==> src/rtl/core/rrid_pkg.sv <==
`default_nettype none

package rrid_pkg;

    // Table size used when the top level is not given another.
    localparam int ENTRIES_DEF = 16;

    localparam int FUNC_W   = 2;
    localparam int KEY_W    = 32;
    localparam int HANDLE_W = 32;

    // Input transfer payload: func, key, handle, padded to whole bytes.
    localparam int IN_BITS   = FUNC_W + KEY_W + HANDLE_W;
    localparam int IN_DATA_W = ((IN_BITS + 7) / 8) * 8;
    localparam int OUT_DATA_W = HANDLE_W;

    localparam int KEY_LSB    = FUNC_W;
    localparam int HANDLE_LSB = FUNC_W + KEY_W;

    typedef logic [FUNC_W-1:0] func_t;

    localparam func_t FUNC_LOOKUP = 2'd0;
    localparam func_t FUNC_ADD    = 2'd1;
    localparam func_t FUNC_DELETE = 2'd2;

    // Commands from the controller to the datapath.
    typedef struct packed {
        logic start;     // latch operands and restart the scan
        logic scan;      // walk the table one entry per cycle
        logic del_en;    // clear entries whose handle matches
        logic write;     // store the latched pair at the next slot
        logic out_load;  // move the lookup answer into the output register
    } rrid_cmd_t;

    // Status from the datapath to the controller.
    typedef struct packed {
        logic cmp_valid;   // a table entry is at the compare stage
        logic key_hit;     // that entry's key matches
        logic last_entry;  // that entry is the last one in the table
        logic out_free;    // the output register can take a result
    } rrid_sts_t;

endpackage

`default_nettype wire

==> src/rtl/core/rrid_ram.sv <==
`default_nettype none

module rrid_ram #(
    parameter int WIDTH = 64,
    parameter int DEPTH = 16
) (
    input  wire logic                     clk,
    input  wire logic                     we,
    input  wire logic [$clog2(DEPTH)-1:0] waddr,
    input  wire logic [WIDTH-1:0]         wdata,
    input  wire logic [$clog2(DEPTH)-1:0] raddr,
    output      logic [WIDTH-1:0]         rdata
);

    logic [WIDTH-1:0] mem_reg [DEPTH];
    logic [WIDTH-1:0] rdata_reg;

    always_ff @(posedge clk)
    begin
        if (we)
        begin
            mem_reg[waddr] <= wdata;
        end
        rdata_reg <= mem_reg[raddr];
    end

    assign rdata = rdata_reg;

endmodule

`default_nettype wire

==> src/rtl/core/rrid_ctrl.sv <==
`default_nettype none

module rrid_ctrl (
    input  wire logic               clk,
    input  wire logic               rst_n,
    input  wire logic               in_valid,
    input  wire rrid_pkg::func_t    func,
    output      logic               in_ready,
    input  wire rrid_pkg::rrid_sts_t sts,
    output      rrid_pkg::rrid_cmd_t cmd
);

    typedef enum logic [4:0] {
        ST_IDLE   = 5'b00001,
        ST_WRITE  = 5'b00010,
        ST_LOOKUP = 5'b00100,
        ST_DELETE = 5'b01000,
        ST_RESULT = 5'b10000
    } state_t;

    state_t state_reg;
    state_t state_next;

    always_ff @(posedge clk or negedge rst_n)
    begin
        if (!rst_n)
        begin
            state_reg <= ST_IDLE;
        end
        else
        begin
            state_reg <= state_next;
        end
    end

    always_comb
    begin
        state_next = state_reg;
        cmd        = '0;
        in_ready   = 1'b0;
        unique case (state_reg)
            ST_IDLE:
            begin
                in_ready = 1'b1;
                if (in_valid)
                begin
                    cmd.start = 1'b1;
                    unique case (func)
                        rrid_pkg::FUNC_LOOKUP: state_next = ST_LOOKUP;
                        rrid_pkg::FUNC_ADD:    state_next = ST_WRITE;
                        rrid_pkg::FUNC_DELETE: state_next = ST_DELETE;
                        default:               state_next = ST_IDLE;
                    endcase
                end
            end
            ST_WRITE:
            begin
                cmd.write  = 1'b1;
                state_next = ST_IDLE;
            end
            ST_LOOKUP:
            begin
                cmd.scan = 1'b1;
                // The first matching entry ends the scan; lower indexes win.
                if (sts.cmp_valid && (sts.key_hit || sts.last_entry))
                begin
                    state_next = ST_RESULT;
                end
            end
            ST_DELETE:
            begin
                cmd.scan   = 1'b1;
                cmd.del_en = 1'b1;
                if (sts.cmp_valid && sts.last_entry)
                begin
                    state_next = ST_IDLE;
                end
            end
            ST_RESULT:
            begin
                if (sts.out_free)
                begin
                    cmd.out_load = 1'b1;
                    state_next   = ST_IDLE;
                end
            end
            default:
            begin
                state_next = ST_IDLE;
            end
        endcase
    end

endmodule

`default_nettype wire

==> src/rtl/core/rrid_datapath.sv <==
`default_nettype none

module rrid_datapath #(
    parameter int ENTRIES = rrid_pkg::ENTRIES_DEF
) (
    input  wire logic                            clk,
    input  wire logic                            rst_n,
    input  wire logic [rrid_pkg::KEY_W-1:0]      key,
    input  wire logic [rrid_pkg::HANDLE_W-1:0]   handle,
    input  wire rrid_pkg::rrid_cmd_t             cmd,
    output      rrid_pkg::rrid_sts_t             sts,
    input  wire logic                            out_ready,
    output      logic                            out_valid,
    output      logic [rrid_pkg::HANDLE_W-1:0]   found_handle
);

    localparam int IDX_W  = $clog2(ENTRIES);
    localparam int CNT_W  = $clog2(ENTRIES + 1);
    localparam int WORD_W = rrid_pkg::KEY_W + rrid_pkg::HANDLE_W;

    logic [rrid_pkg::KEY_W-1:0]    key_op_reg;
    logic [rrid_pkg::HANDLE_W-1:0] handle_op_reg;

    logic [IDX_W-1:0] wpos_reg;
    logic [IDX_W-1:0] wpos_next;
    logic [ENTRIES-1:0] valid_reg;

    logic [CNT_W-1:0] rd_cnt_reg;
    logic             issue;
    logic             cmp_vld_reg;
    logic [IDX_W-1:0] cmp_idx_reg;

    logic [WORD_W-1:0]             ram_q;
    logic [rrid_pkg::KEY_W-1:0]    ent_key;
    logic [rrid_pkg::HANDLE_W-1:0] ent_handle;
    logic                          key_hit;
    logic                          handle_hit;

    logic [rrid_pkg::HANDLE_W-1:0] result_reg;
    logic                          out_valid_reg;
    logic [rrid_pkg::HANDLE_W-1:0] out_data_reg;

    rrid_ram #(
        .WIDTH (WORD_W),
        .DEPTH (ENTRIES)
    ) u_table (
        .clk   (clk),
        .we    (cmd.write),
        .waddr (wpos_next),
        .wdata ({handle_op_reg, key_op_reg}),
        .raddr (rd_cnt_reg[IDX_W-1:0]),
        .rdata (ram_q)
    );

    // The write position advances before the pair is stored.
    assign wpos_next = (wpos_reg == IDX_W'(ENTRIES - 1)) ? '0 : wpos_reg + 1'b1;

    assign issue = cmd.scan && (rd_cnt_reg != CNT_W'(ENTRIES));

    // An entry never written since reset or cleared by a delete reads as zeros.
    assign ent_key    = valid_reg[cmp_idx_reg] ? ram_q[rrid_pkg::KEY_W-1:0] : '0;
    assign ent_handle = valid_reg[cmp_idx_reg] ? ram_q[WORD_W-1:rrid_pkg::KEY_W] : '0;
    assign key_hit    = (ent_key == key_op_reg);
    assign handle_hit = (ent_handle == handle_op_reg);

    always_ff @(posedge clk)
    begin
        if (cmd.start)
        begin
            key_op_reg    <= key;
            handle_op_reg <= handle;
        end
        // Only compares made during the scan itself update the answer, so a
        // read still in flight when the scan stops cannot overwrite it.
        if (cmd.scan && cmp_vld_reg)
        begin
            result_reg <= key_hit ? ent_handle : '0;
        end
        if (cmd.out_load)
        begin
            out_data_reg <= result_reg;
        end
        cmp_idx_reg <= rd_cnt_reg[IDX_W-1:0];
    end

    always_ff @(posedge clk or negedge rst_n)
    begin
        if (!rst_n)
        begin
            wpos_reg      <= '0;
            valid_reg     <= '0;
            rd_cnt_reg    <= '0;
            cmp_vld_reg   <= 1'b0;
            out_valid_reg <= 1'b0;
        end
        else
        begin
            if (cmd.start)
            begin
                rd_cnt_reg <= '0;
            end
            else if (issue)
            begin
                rd_cnt_reg <= rd_cnt_reg + 1'b1;
            end
            cmp_vld_reg <= issue;

            if (cmd.write)
            begin
                wpos_reg             <= wpos_next;
                valid_reg[wpos_next] <= 1'b1;
            end
            else if (cmd.del_en && cmp_vld_reg && handle_hit)
            begin
                valid_reg[cmp_idx_reg] <= 1'b0;
            end

            if (cmd.out_load)
            begin
                out_valid_reg <= 1'b1;
            end
            else if (out_ready)
            begin
                out_valid_reg <= 1'b0;
            end
        end
    end

    always_comb
    begin
        sts            = '0;
        sts.cmp_valid  = cmp_vld_reg;
        sts.key_hit    = key_hit;
        sts.last_entry = (cmp_idx_reg == IDX_W'(ENTRIES - 1));
        sts.out_free   = !out_valid_reg || out_ready;
    end

    assign out_valid    = out_valid_reg;
    assign found_handle = out_data_reg;

endmodule

`default_nettype wire

==> src/rtl/core/round_robin_id_lookup_cache_unit.sv <==
`default_nettype none

// Channel   Direction  Payload
// s_*       in         tdata: func[1:0], key[33:2], handle[65:34], zero pad[71:66]
// m_*       out        tdata: found_handle[31:0]
//
// An add is accepted and then stored in the table write state. A lookup or
// a delete walks the table one entry per cycle through the registered read
// port of the table memory; a delete always walks the whole table, a lookup
// stops early when the key matches. Reset clears the table at once through
// per-entry valid bits, so no clearing pass is needed. A finished lookup
// answer waits in the output register while the next item is accepted; a
// lookup that finishes while that register is still full stalls until the
// earlier answer has been taken.

module round_robin_id_lookup_cache_unit #(
    parameter int ENTRIES = rrid_pkg::ENTRIES_DEF
) (
    input  wire logic                            clk,
    input  wire logic                            rst_n,
    input  wire logic                            s_tvalid,
    output      logic                            s_tready,
    // func[1:0], key[33:2], handle[65:34], zeros above
    input  wire logic [rrid_pkg::IN_DATA_W-1:0]  s_tdata,
    output      logic                            m_tvalid,
    input  wire logic                            m_tready,
    // found_handle[31:0]
    output      logic [rrid_pkg::OUT_DATA_W-1:0] m_tdata
);

    rrid_pkg::rrid_cmd_t cmd;
    rrid_pkg::rrid_sts_t sts;
    rrid_pkg::func_t     func;

    assign func = s_tdata[rrid_pkg::FUNC_W-1:0];

    rrid_ctrl u_ctrl (
        .clk      (clk),
        .rst_n    (rst_n),
        .in_valid (s_tvalid),
        .func     (func),
        .in_ready (s_tready),
        .sts      (sts),
        .cmd      (cmd)
    );

    rrid_datapath #(
        .ENTRIES (ENTRIES)
    ) u_datapath (
        .clk          (clk),
        .rst_n        (rst_n),
        .key          (s_tdata[rrid_pkg::KEY_LSB +: rrid_pkg::KEY_W]),
        .handle       (s_tdata[rrid_pkg::HANDLE_LSB +: rrid_pkg::HANDLE_W]),
        .cmd          (cmd),
        .sts          (sts),
        .out_ready    (m_tready),
        .out_valid    (m_tvalid),
        .found_handle (m_tdata)
    );

    // A lookup answer never overwrites one that has not been taken.
    a_load_when_free: assert property (@(posedge clk) disable iff (!rst_n)
        cmd.out_load |-> sts.out_free)
        else $error("lookup answer loaded over a pending transfer");

    // A new output transfer only appears after a lookup has finished.
    a_out_from_load: assert property (@(posedge clk) disable iff (!rst_n)
        $rose(m_tvalid) |-> $past(cmd.out_load))
        else $error("output transfer without a finished lookup");

    // Any valid operation keeps the input side closed on the next cycle.
    a_busy_after_op: assert property (@(posedge clk) disable iff (!rst_n)
        (s_tvalid && s_tready && (func == rrid_pkg::FUNC_LOOKUP ||
         func == rrid_pkg::FUNC_ADD || func == rrid_pkg::FUNC_DELETE))
        |=> !s_tready)
        else $error("input accepted while an operation is in progress");

endmodule

`default_nettype wire

==> config.mk <==
export PLATFORM = sky130hd
export DESIGN_NAME = round_robin_id_lookup_cache_unit
export DESIGN_NICKNAME = d
export VERILOG_FILES = /design/src/rtl/core/rrid_pkg.sv /design/src/rtl/core/rrid_ram.sv /design/src/rtl/core/rrid_ctrl.sv /design/src/rtl/core/rrid_datapath.sv /design/src/rtl/core/round_robin_id_lookup_cache_unit.sv
export SDC_FILE = /design/constraint.sdc
export NUM_CORES = 1
export LEC_CHECK = 0
export BUFFER_PORTS_ARGS = -buffer_cell sky130_fd_sc_hd__buf_2
export CAP_MARGIN = 5
export CORE_MARGIN = 5
export CORE_UTILIZATION = 32
export DETAILED_ROUTE_END_ITERATION = 8
export SLEW_MARGIN = 20
export SYNTH_ARGS = -nofsm -noshare
export SYNTH_HDL_FRONTEND = slang
export SYNTH_SLANG_ARGS = --single-unit
==> constraint.sdc <==
create_clock -name clk -period 5.3 [get_ports clk]
set_clock_uncertainty 0.05 [all_clocks]
set_input_delay 1.59 -clock clk [delete_from_list [all_inputs] [get_ports clk]]
set_output_delay 1.59 -clock clk [all_outputs]
set_load 0.05 [all_outputs]
**Word-level counts from Yosys, hierarchy flattened**

Memories as Yosys holds them, arrays and structs flattened. A register that Yosys moved wholly into a read port is not among the register bits.
Cells that the tools add are included.

- Multiplexer cells: 31
- Add/sub/neg operators: 2
- Reduce and logical (&&, ||, !) cells: 17
- Order comparisons: 4
- Equality and inequality tests: 16
- Bitwise logic cells: 3

Operators by type and width:

| operator | number |
|---|---|
| $eq A32 B32 Y1 | 2 |
| $mux W32 | 2 |
| $mux W16 | 2 |
| $mux W5 | 6 |
| $pmux W5 S4 | 1 |
| $and A16 B16 Y16 | 1 |
| $not A16 Y16 | 1 |
| $or A16 B16 Y16 | 1 |
| $mux W1 | 15 |
| $pmux W4 S3 | 1 |
| $lt A4 B5 Y1 const B | 2 |
| $demux W1 S4 | 2 |
| $eq A4 B4 Y1 const B | 2 |
| $ge A4 B1 Y1 const B | 2 |
| $logic_and A1 B1 Y1 | 8 |
| $reduce_bool A2 Y1 | 3 |
| $add A5 B1 Y5 const B | 1 |
| $eq A5 B1 Y1 const B | 1 |
| $eq A5 B2 Y1 const B | 1 |
| $eq A5 B3 Y1 const B | 1 |
| $eq A5 B4 Y1 const B | 1 |
| $eq A5 B5 Y1 const B | 1 |
| $ne A5 B5 Y1 const B | 1 |
| $add A4 B1 Y4 const B | 1 |
| 11 further kinds | 14 |

- Flip-flop bits (word level): 164
- Memories kept: 1
- Input bits: 76
- RAM bits: 1024
- Word-level logic and storage cells: 85
- Output and inout port bits: 34

Memories:

| memory | words | width | rd ports | clocked after memory_dff | write ports | RTL line | RTL |
|---|---|---|---|---|---|---|---|
| u_datapath.u_table.mem_reg | 16 | 64 | 1 | 1 | 1 | rrid_ram.sv:15 | `logic [WIDTH-1:0] mem_reg [DEPTH];` |

**Logic depth before layout (Yosys ltp)**

Gate-level depths: netlist (run 1).

- Depth in word-level cells: 8
- Gate-level depth with buffers: 12
- Depth with buffers taken out: 8

**Hierarchy**

Synthesis (run 1) repeated with hierarchy kept, for this count alone.

- Cells, all modules: 2343
- Area, all modules: 47515.6 µm²

By module, submodules not included:

| module | seq. area each (µm²) | area an instance (µm²) | times used | cells an instance |
|---|---|---|---|---|
| rrid_ram | 32030.7 | 39555.4 | 1 | 1647 |
| rrid_datapath | 4599.4 | 7628.6 | 1 | 661 |
| rrid_ctrl | 126.4 | 331.6 | 1 | 35 |

**Least setup slack after synthesis (run 1)**

No wires, ideal clock.

- Path kind: register to register
- Start point: reg u_datapath.wpos_reg[0]
- End point: reg u_datapath.valid_reg[13]
- Arrival: 4.544 ns
- Clock period less this slack: 4.682 ns
- Buffers on the path: 1
- Required time: 5.162 ns
- Setup time: 0.088 ns
- Cell stages (with the launch flop): 9
- Setup slack: 0.618 ns
- Cells stage by stage: dfrtp_1 > ha_1 > clkbuf_1 > nor2b_1 > nand2b_1 > o21ai_0 > nor2b_1 > nor4_1 > a21oi_1

- Longest elaborated chain between the ends: 8
- Elaborated cells on any way between the ends: 10
- Classes of those cells: 1 x add/sub; 2 x order compare; 1 x eq/ne; 4 x mux; 1 x bitwise; 1 x reduce/logical

Ends and longest elaborated chain:

| item | RTL line | RTL |
|---|---|---|
| start, declared | rrid_datapath.sv:24 | `logic [IDX_W-1:0] wpos_reg;` |
| start signal, assigned | rrid_datapath.sv:110 | `wpos_reg <= wpos_next;` |
| $add A4 B1 Y4 / $eq A4 B4 Y1 (equally long branches) | rrid_datapath.sv:56 | `assign wpos_next = (wpos_reg == IDX_W'(ENTRIES - 1)) ? '0 : wpos_reg + 1'b1;` |
| $mux W4 (*) | rrid_datapath.sv:56 |  |
| $lt A4 B5 Y1 (implied by the code) / $ge A4 B1 Y1 (equally long branches) | rrid_datapath.sv:111 | `valid_reg[wpos_next] <= 1'b1;` |
| $logic_and A1 B1 Y1 (implied by the code) | rrid_datapath.sv:111 |  |
| $mux W1 (implied by the code) | rrid_datapath.sv:111 |  |
| $demux W1 S4 (*) | n/a |  |
| $or A16 B16 Y16 (no line) (*) | n/a |  |
| $mux W16 (*) | rrid_datapath.sv:108 | `if (cmd.write)` |
| end signal, assigned | rrid_datapath.sv:91 | `valid_reg <= '0;` |
| end signal, assigned by index | rrid_datapath.sv:111 |  |
| end signal, assigned by index | rrid_datapath.sv:115 | `valid_reg[cmp_idx_reg] <= 1'b0;` |
| end, declared | rrid_datapath.sv:26 | `logic [ENTRIES-1:0] valid_reg;` |

Every way passes the cells marked *; elsewhere a longest branch is shown, timed or not.
A chain may end at the register's enable or synchronous reset.

**Final worst setup path (run 1)**

- Start point: reg u_datapath.cmp_idx_reg[3]
- End point: reg u_datapath.result_reg[23] (netlist bit) (data pin)

- Longest elaborated chain between the ends: 4
- Elaborated cells on any way between the ends: 5
- Classes of those cells: 1 x eq/ne; 4 x mux

Ends and longest elaborated chain:

| item | RTL line | RTL |
|---|---|---|
| start, declared | rrid_datapath.sv:31 | `logic [IDX_W-1:0] cmp_idx_reg;` |
| start signal, assigned | rrid_datapath.sv:83 | `cmp_idx_reg <= rd_cnt_reg[IDX_W-1:0];` |
| $bmux W1 S4 (*) | rrid_datapath.sv:61, rrid_datapath.sv:62 |  |
| $mux W1 (implied by the code) (*) | rrid_datapath.sv:61, rrid_datapath.sv:62 |  |
| $mux W32 | rrid_datapath.sv:61 | `assign ent_key = valid_reg[cmp_idx_reg] ? ram_q[rrid_pkg::KEY_W-1:0] : '0;` |
| $eq A32 B32 Y1 | rrid_datapath.sv:63 | `assign key_hit = (ent_key == key_op_reg);` |
| end signal, assigned | rrid_datapath.sv:77 | `result_reg <= key_hit ? ent_handle : '0;` |
| end, declared | rrid_datapath.sv:39 | `logic [rrid_pkg::HANDLE_W-1:0] result_reg;` |

Every way passes the cells marked *; elsewhere a longest branch is shown, timed or not. The select of a mux whose other input is x is not followed.

==> key figures, run 1 <==
Clocking
  – CTS sink count: between 1000 and 1500
  – Cts repair resizes: 0
  – TritonCTS clock tree: yes
  – Postcts setup bufs: 0
  – Post-CTS Hold Buffers: 0
  – Clock buffer depth: 3
  – Htree depth: 3
  – Root buf cell: clkbuf_16
  – Num CTS Buffers: roughly 120
  – Clock transition at path regs: approximately 60 ps
  – Clock Latency Late Sink: 740 ps

Final layout
  – Fraction of layout cells with a size suffix above 1: between 20 and 30%
  – Max FFs per register: 1024
  – Synth-to-Final Area Change: 15.7%
  – Finished Layout Cells: approximately 4300
  – Net total in the final layout: about 2400
  – Fill count: 13105

Drt
  – Vias/cell: 5.14
  – Overall routed net length: around 110000 um
  – DRC: 0
  – Pre-antenna DRT Iters: 6
  – DR top layer: met4
  – Via count: approximately 22000
  – Remaining antenna violation count: 0
  – M1 WL: about 48000 um
  – Metal2 WL: between 50000 and 60000 um
  – Met3 wire len: around 7200 um
  – WL per Instance: between 20 and 30 um
  – Number of DRC markers in iteration 0: about 2500

Floorplan
  – Die area: between 150000 and 200000 um2
  – Die Height: just under 400 um
  – Initial Utilization: between 30% and 40%
  – Die Wd: ~390 um
  – # rows: around 140
  – IO Count: 110
  – Core area: between 100000 and 150000 um2

Place
  – DPL Wire Length: about 58000 um
  – Gpl congestion: ~0.80
  – Number of port buffers: between 100 and 150
  – Placed Instances: roughly 4000

Status
  – Status: completed

Worst setup path
  – Crit-path most repeated cell: buf_4
  – Worst Setup Path Type: flop to flop
  – Worst Path Max Fanout: 23
  – Levels on crit path: 11
  – Worst Setup End Kind: flop
  – Worst path max stage delay: slightly above 800 ps
  – Worst Path Buf+Inv: 3
  – R2r endpoint: u_datapath.result_reg[23]$_SDFFCE_PP0P_
  – R2r worst-path depth: 11
  – Critical Path Source Type: flop
  – CP cell instances: mux2i_1 > nand2_1 > nand4_1 > buf_4 > a21oi_1 > o32ai_1 > nand4_1 > buf_4 > nor3_4 > buf_4 > and2_1
  – Reg-to-reg critical path startpoint: u_datapath.cmp_idx_reg[3]$_DFF_P_
  – Worst R2R Setup Slack: 840 ps
  – Top delay family on crit path: simple AND/OR/NAND/NOR gates
  – Worst EP arrival: 4990 ps
  – CP max-delay cell: dfxtp_1
  – Worst Path Required: roughly 6000 ps

Worst hold path
  – Hold Path Origin: u_datapath.result_reg[7]$_SDFFCE_PP0P_
  – Hold EP: u_datapath.found_handle[7]$_DFFE_PP_
  – Hold path depth: 0
  – Hold WC Path Type: flop to flop

STA
  – Final setup viols: 0
  – Worst-Margin Slew: about 1100 ps
  – RSZ-0062 raised after global routing: no
  – Hold_ws: approximately 370 ps
  – Setup TNS: 0 ps
  – Upper clock frequency limit: between 0.2 and 0.25 GHz
  – Slew Limit Headroom: 26.0%
  – Hold Vio Cnt, Final: 0
  – Fin crit period: 4460 ps
  – Slew Limit Fails: 0
  – Period utilization: 84.2%

Global route
  – Grt ovf: 0
  – Largest net degree at the start of global routing: 88
  – Overall Global Routing Usage: 14.3%
  – Initial antenna violation count: 3
  – Vias in the first global route: between 20000 and 25000
  – Global-route wire length before repair: ~160000 um

Power
  – VDD IR max: approximately 280 uV
  – Static Leak: 16.7 nW
  – Sw frac: approximately a quarter
  – Switching power: around 5.9 mW
  – Internal: 18.1 mW
  – Comb pwr share: approximately an eighth
  – Clock share of power: a little over a third
  – Pwr per Cell Area: 438 nW/um2
  – Seq pwr share: 51.0%

Synthesis
  – Synth Register Bits: roughly 1300
  – Top-area cell type share of the netlist area: 73.2%
  – Synth Cell Area: 47200 um2
  – Net Count, Synth: about 2200
  – Count of cell types in the netlist: between 60 and 70
  – Main synth FF type: edfxtp_1
  – Register area share after synthesis: between 70% and 80%
  – Post-synthesis cell count: ~2100
  – Synth area leader: edfxtp_1
  – Synth cell count leaders: 1152 x edfxtp_1, 320 x mux4_2, 69 x nor2_1, 68 x dfxtp_1, 51 x clkbuf_1
  – Most common cell in the synthesized netlist: edfxtp_1
  – Yosys warns: 0
  – Avg Inst Size Synth: 22.2 um2
  – Async SR Flop Fraction: 2.56%
  – Post-synth EDFFs: 1152
  – Synth top area cells: edfxtp_1 73%, mux4_2 15%, dfxtp_1 2.9%

Run
  – MaxCap Viol Count: 0
-- cells in the final DEF, fill, tap and decap left out, types with 13 or more instances in the layout --
cell	n
buf_4	26
a21oi_1	46
buf_12	25
nor3_1	17
clkbuf_1	45
inv_1	27
buf_2	103
a31oi_1	20
mux4_2	320
and2_1	23
nand2_1	37
o32ai_1	18
o21ai_0	17
edfxtp_1	1152
clkbuf_16	122
dfrtp_1	27
nor4_1	15
nand4_1	15
dfxtp_1	68
clkbuf_8	21
nor2_4	13
xnor2_1	31
nor2_1	57
-- power groups by stage --
| stage | combinational, mW | clock (mW) | sequential [mW] |
|---|---|---|---|
| 2_1_floorplan | 2.47 | 0 | 12.0 |
| 6_report | 3.14 | 8.58 | 12.2 |
| 3_5_place_dp | 3.18 | 0 | 12.4 |
| 4_1_cts | 3.20 | 8.78 | 12.2 |
| 3_3_place_gp | 3.14 | 0 | 12.4 |
| 5_1_grt | 3.40 | 9.21 | 12.3 |
-- worst register-to-register path, delay by kind of cell, from the launching register on --
family	cells	cell delay, ps
flip-flops	1	820
AO/OA/AOI/OAI	2	790
buffers and inverters	3	990
multiplexers	1	280
AND/OR/NAND/NOR	5	1380
-- worst max path at each step --
stage | startpoint | endpoint | slack [ps]
4_1_cts | u_datapath.cmp_idx_reg[3]$_DFF_P_ | u_datapath.result_reg[23]$_SDFFCE_PP0P_ | 890
2_1_floorplan | u_datapath.wpos_reg[0]$_DFFE_PN0P_ | u_datapath.valid_reg[13]$_DFFE_PN0P_ | 620
5_1_grt | u_datapath.cmp_idx_reg[3]$_DFF_P_ | u_datapath.result_reg[13]$_SDFFCE_PP0P_ | 690
3_3_place_gp | u_datapath.cmp_idx_reg[3]$_DFF_P_ | u_datapath.result_reg[18]$_SDFFCE_PP0P_ | 980
3_5_place_dp | u_datapath.cmp_idx_reg[3]$_DFF_P_ | u_datapath.result_reg[23]$_SDFFCE_PP0P_ | 950
6_report | u_datapath.cmp_idx_reg[3]$_DFF_P_ | u_datapath.result_reg[23]$_SDFFCE_PP0P_ | 840
-- kinds of logic (layout without fill, tap and decap cells) --
kind of cell | after synthesis | in the layout | synth area share [%]
AOI/OAI and AO/OA | 135 | 135 | 1.94
muxes | 328 | 328 | 15.4
DFF | 1252 | 1252 | 77.8
buffers and inverters | 124 | 411 | 1.11
adders and majority gates | 7 | 7 | 0.185
xor gates and xnor gates | 35 | 35 | 0.649
and+or+nand+nor | 244 | 244 | 2.88
other | 0 | 3 | 0
-- routing by layer --
layer,vias up,global-route usage (%)
li1,9304,-
met1,12055,19.8
met2,804,23.1
met3,150,2.85
met4,0,4.35
met5,-,0
-- layout make-up --
class | instances | area (um2) | share of cell area [%]
Antenna cell | 3 | 7.51 | 0.0137
Clock buffer | 188 | 3510 | 6.42
Clock inverter | 40 | 493 | 0.902
Inverter | 28 | 108 | 0.197
Multi-Input combinational cell | 749 | 10100 | 18.5
Sequential cell | 1252 | 36800 | 67.3
Tap cell | 1930 | 2410 | 4.42
Timing Repair Buffer | 155 | 1240 | 2.27
-- metrics by stage --
step | power [mW] | instance area (um2) | utilization [%] | setup slack [ps]
finish | 23.9 | 54600 | 37.1 | 838
global route | 24.9 | 54600 | 37.1 | 692
CTS | 24.2 | 54600 | 37.1 | 891
detailed placement | 15.6 | 50600 | 34.4 | 945
global placement | 15.5 | 50600 | 34.4 | 984
floorplan | 14.5 | 47200 | - | 618
No activity file was read; power rests on OpenSTA's default activity.
==> inputs of run 2 (changes only) <==
==> constraint.sdc (replaced) <==
create_clock -name clk -period 3.6 [get_ports clk]
set_clock_uncertainty 0.05 [all_clocks]
set_input_delay 1.08 -clock clk [delete_from_list [all_inputs] [get_ports clk]]
set_output_delay 1.08 -clock clk [all_outputs]
set_load 0.05 [all_outputs]
==> key figures, run 2 (synthesis results as in run 1) <==
Worst hold path
  – Hold WC Path Type: flop to flop (unchanged)
  – Hold Path Origin: u_datapath.result_reg[25]$_SDFFCE_PP0P_ (was u_datapath.result_reg[7]$_SDFFCE_PP0P_)

Drt
  – Pre-antenna DRT Iters: 6 (unchanged)
  – Overall routed net length: 115000 um (was 113000 um)
  – Via count: 22563 (was 22313)
  – Vias/cell: 5.14 (about the same)
  – Number of DRC markers in iteration 0: 2453 (was 2519)
  – Remaining antenna violation count: 0 (unchanged)
  – DRC: 0 (unchanged)
  – WL per Instance: 26.1 um (was 26.0 um)

Global route
  – Met3 Use GR: 2.51% (was 2.85%)
  – Met1 global-route usage: 19.6% (was 19.8%)
  – Global routing's busiest layer: met2 (unchanged)
  – Overall Global Routing Usage: 14.4% (was 14.3%)
  – Initial antenna violation count: 10 (was 3)
  – Vias in the first global route: 23282 (was 23073)
  – GR Layer Usage met2: 24.4% (was 23.1%)
  – Grt ovf: 0 (unchanged)
  – Global-route wire length before repair: 165000 um (was 164000 um)
  – Largest net degree at the start of global routing: 70 (was 88)

Place
  – Placed Instances: 4162 (was 4113)
  – DPL Wire Length: 63000 um (was 58500 um)
  – Gpl congestion: 0.807 (was 0.802)
  – Number of port buffers: 103 (unchanged)

Final layout
  – Finished Layout Cells: 4391 (was 4345)
  – Max FFs per register: 1024 (unchanged)
  – Net total in the final layout: 2438 (was 2390)
  – Fill count: 13044 (was 13105)
  – Most frequent cells in the layout: 1152 x edfxtp_1, 320 x mux4_2, 123 x clkbuf_16 (was 1152 x edfxtp_1, 320 x mux4_2, 122 x clkbuf_16)
  – Fraction of layout cells with a size suffix above 1: 30.6% (was 28.8%)
  – Synth-to-Final Area Change: 17.1% (was 15.7%)
  – Commonest non-fill, non-tap cell in the layout: edfxtp_1 (unchanged)

Floorplan
  – IO Count: 110 (unchanged)
  – Die Height: 394 um (unchanged)
  – # rows: 141 (unchanged)
  – Die Wd: 394 um (unchanged)
  – Die area: 155000 um2 (unchanged)
  – Initial Utilization: 32.1% (unchanged)
  – Core area: 147000 um2 (unchanged)

Clocking
  – Num CTS Buffers: 121 (unchanged)
  – TritonCTS clock tree: yes (unchanged)
  – Clock Latency Late Sink: 700 ps (was 740 ps)
  – Clock transition at path regs: 70 ps (was 60 ps)
  – Htree depth: 3 (unchanged)
  – Postcts setup bufs: 0 (unchanged)
  – CTS sink count: 1252 (unchanged)
  – Root buf cell: clkbuf_16 (unchanged)
  – Clock buffer depth: 3 (unchanged)

Power
  – Pwr per Cell Area: 652 nW/um2 (was 438 nW/um2)
  – VDD IR max: 438 uV (was 285 uV)
  – Static Leak: 17.1 nW (was 16.7 nW)

STA
  – Period utilization: 96.6% (was 84.2%)
  – RSZ-0062 raised after global routing: no (unchanged)
  – Worst-Margin Slew: 964 ps (was 1110 ps)
  – Fin crit period: 3480 ps (was 4460 ps)
  – Slew Limit Fails: 0 (unchanged)
  – Hold Vio Cnt, Final: 0 (unchanged)
  – Upper clock frequency limit: 0.288 GHz (was 0.224 GHz)
  – Slew Limit Headroom: 35.4% (was 26.0%)
  – Setup TNS: 0 ps (unchanged)
  – Final setup viols: 0 (unchanged)

Run
  – MaxCap Viol Count: 0 (unchanged)

Worst setup path
  – Worst Setup Path Type: flop to flop (unchanged)
  – Worst Setup End Kind: flop (unchanged)
  – Critical Path Source Type: flop (unchanged)
  – Worst EP arrival: 4000 ps (was 4990 ps)
  – CP startpoint: u_datapath.cmp_idx_reg[3]$_DFF_P_ (unchanged)
  – Worst Path Required: 4120 ps (was 5830 ps)
  – Reg-to-reg critical path startpoint: u_datapath.cmp_idx_reg[3]$_DFF_P_ (unchanged)
  – Worst Path Max Fanout: 16 (was 23)

Status
  – Status: completed (unchanged)
run 2: cell types whose count changed in the layout (fill, tap and decap cells not counted), sizes merged:
cell / previous run / this run
clkbuf: 188 / 160
clkinv: 26 / 39
bufinv: 8 / 20
clkinvlp: 2 / 4
buf: 155 / 203
inv: 32 / 33
diode: 3 / 1
run 2: worst paths after layout:
check	end	slack, ps	cells after the start
setup / recovery	u_datapath.valid_reg[5]$_DFFE_PN0P_	120	10
min in group asynchronous	u_datapath.valid_reg[0]$_DFFE_PN0P_	410	1
hold / removal	u_datapath.found_handle[25]$_DFFE_PP_	370	0
hold reg to reg	u_datapath.found_handle[25]$_DFFE_PP_	370	0
setup reg to reg	u_datapath.valid_reg[5]$_DFFE_PN0P_	120	10
max in group asynchronous	u_datapath.rd_cnt_reg[3]$_DFFE_PN0P_	2520	1
run 2: timing repair:
action,4_1_cts,5_1_grt
setup endpoints to repair,0,29
hold buffers,0,0
gates resized for setup,0,4
run 2: layer usage:
| metal | share of wire [%] | routed length (um) | vias to the layer above |
|---|---|---|---|
| met3 | 6.6 | 7550 | 172 |
| li1 | - | - | 9404 |
| met2 | 50 | 57200 | 835 |
| met5 | 0.011 | 13 | - |
| met1 | 42 | 47700 | 12150 |
| met4 | 1.9 | 2150 | 2 |
run 2: final cells by class:
type / count / area [um2] / share of cell area [%]
sequential: 1252 / 36800 / 66.5
multi-input combinational: 749 / 10100 / 18.3
clock buffer: 160 / 3280 / 5.92
tap: 1930 / 2410 / 4.36
timing repair buffer: 203 / 1740 / 3.15
clock inverter: 68 / 895 / 1.62
inverter: 28 / 108 / 0.194
antenna: 1 / 2.50 / 0.00452
run 2: critical path: stages, from the launching register on:
cell and delay (ps):
dfxtp_1 490, buf_4 250, mux2i_1 100, nand2_1 140, and4_1 430, buf_4 220
o21ai_0 90, a222oi_1 560, o2111ai_4 440, nor4b_1 440, a21oi_1 120
run 2: per-stage QoR:
stage	utilization (%)	area [um2]	total power, mW	setup slack, ps	hold slack [ps]
final	37.6	55300	36.1	124	370
after floorplan	-	47300	21.3	-854	295
after detailed placement	34.7	51100	23.2	103	355
after global placement	34.7	51100	23.1	151	360
after CTS	37.5	55300	36.4	90.8	367
after global routing	37.6	55300	37.5	9.72	376
run 2: power breakdown:
part           internal, mW  leakage, nW  switching (mW)
Combinational          2.66         3.58            2.39
Clock                  7.84         2.03            5.36
Sequential             16.9         11.5           0.990
Total                  27.3         17.1            8.74
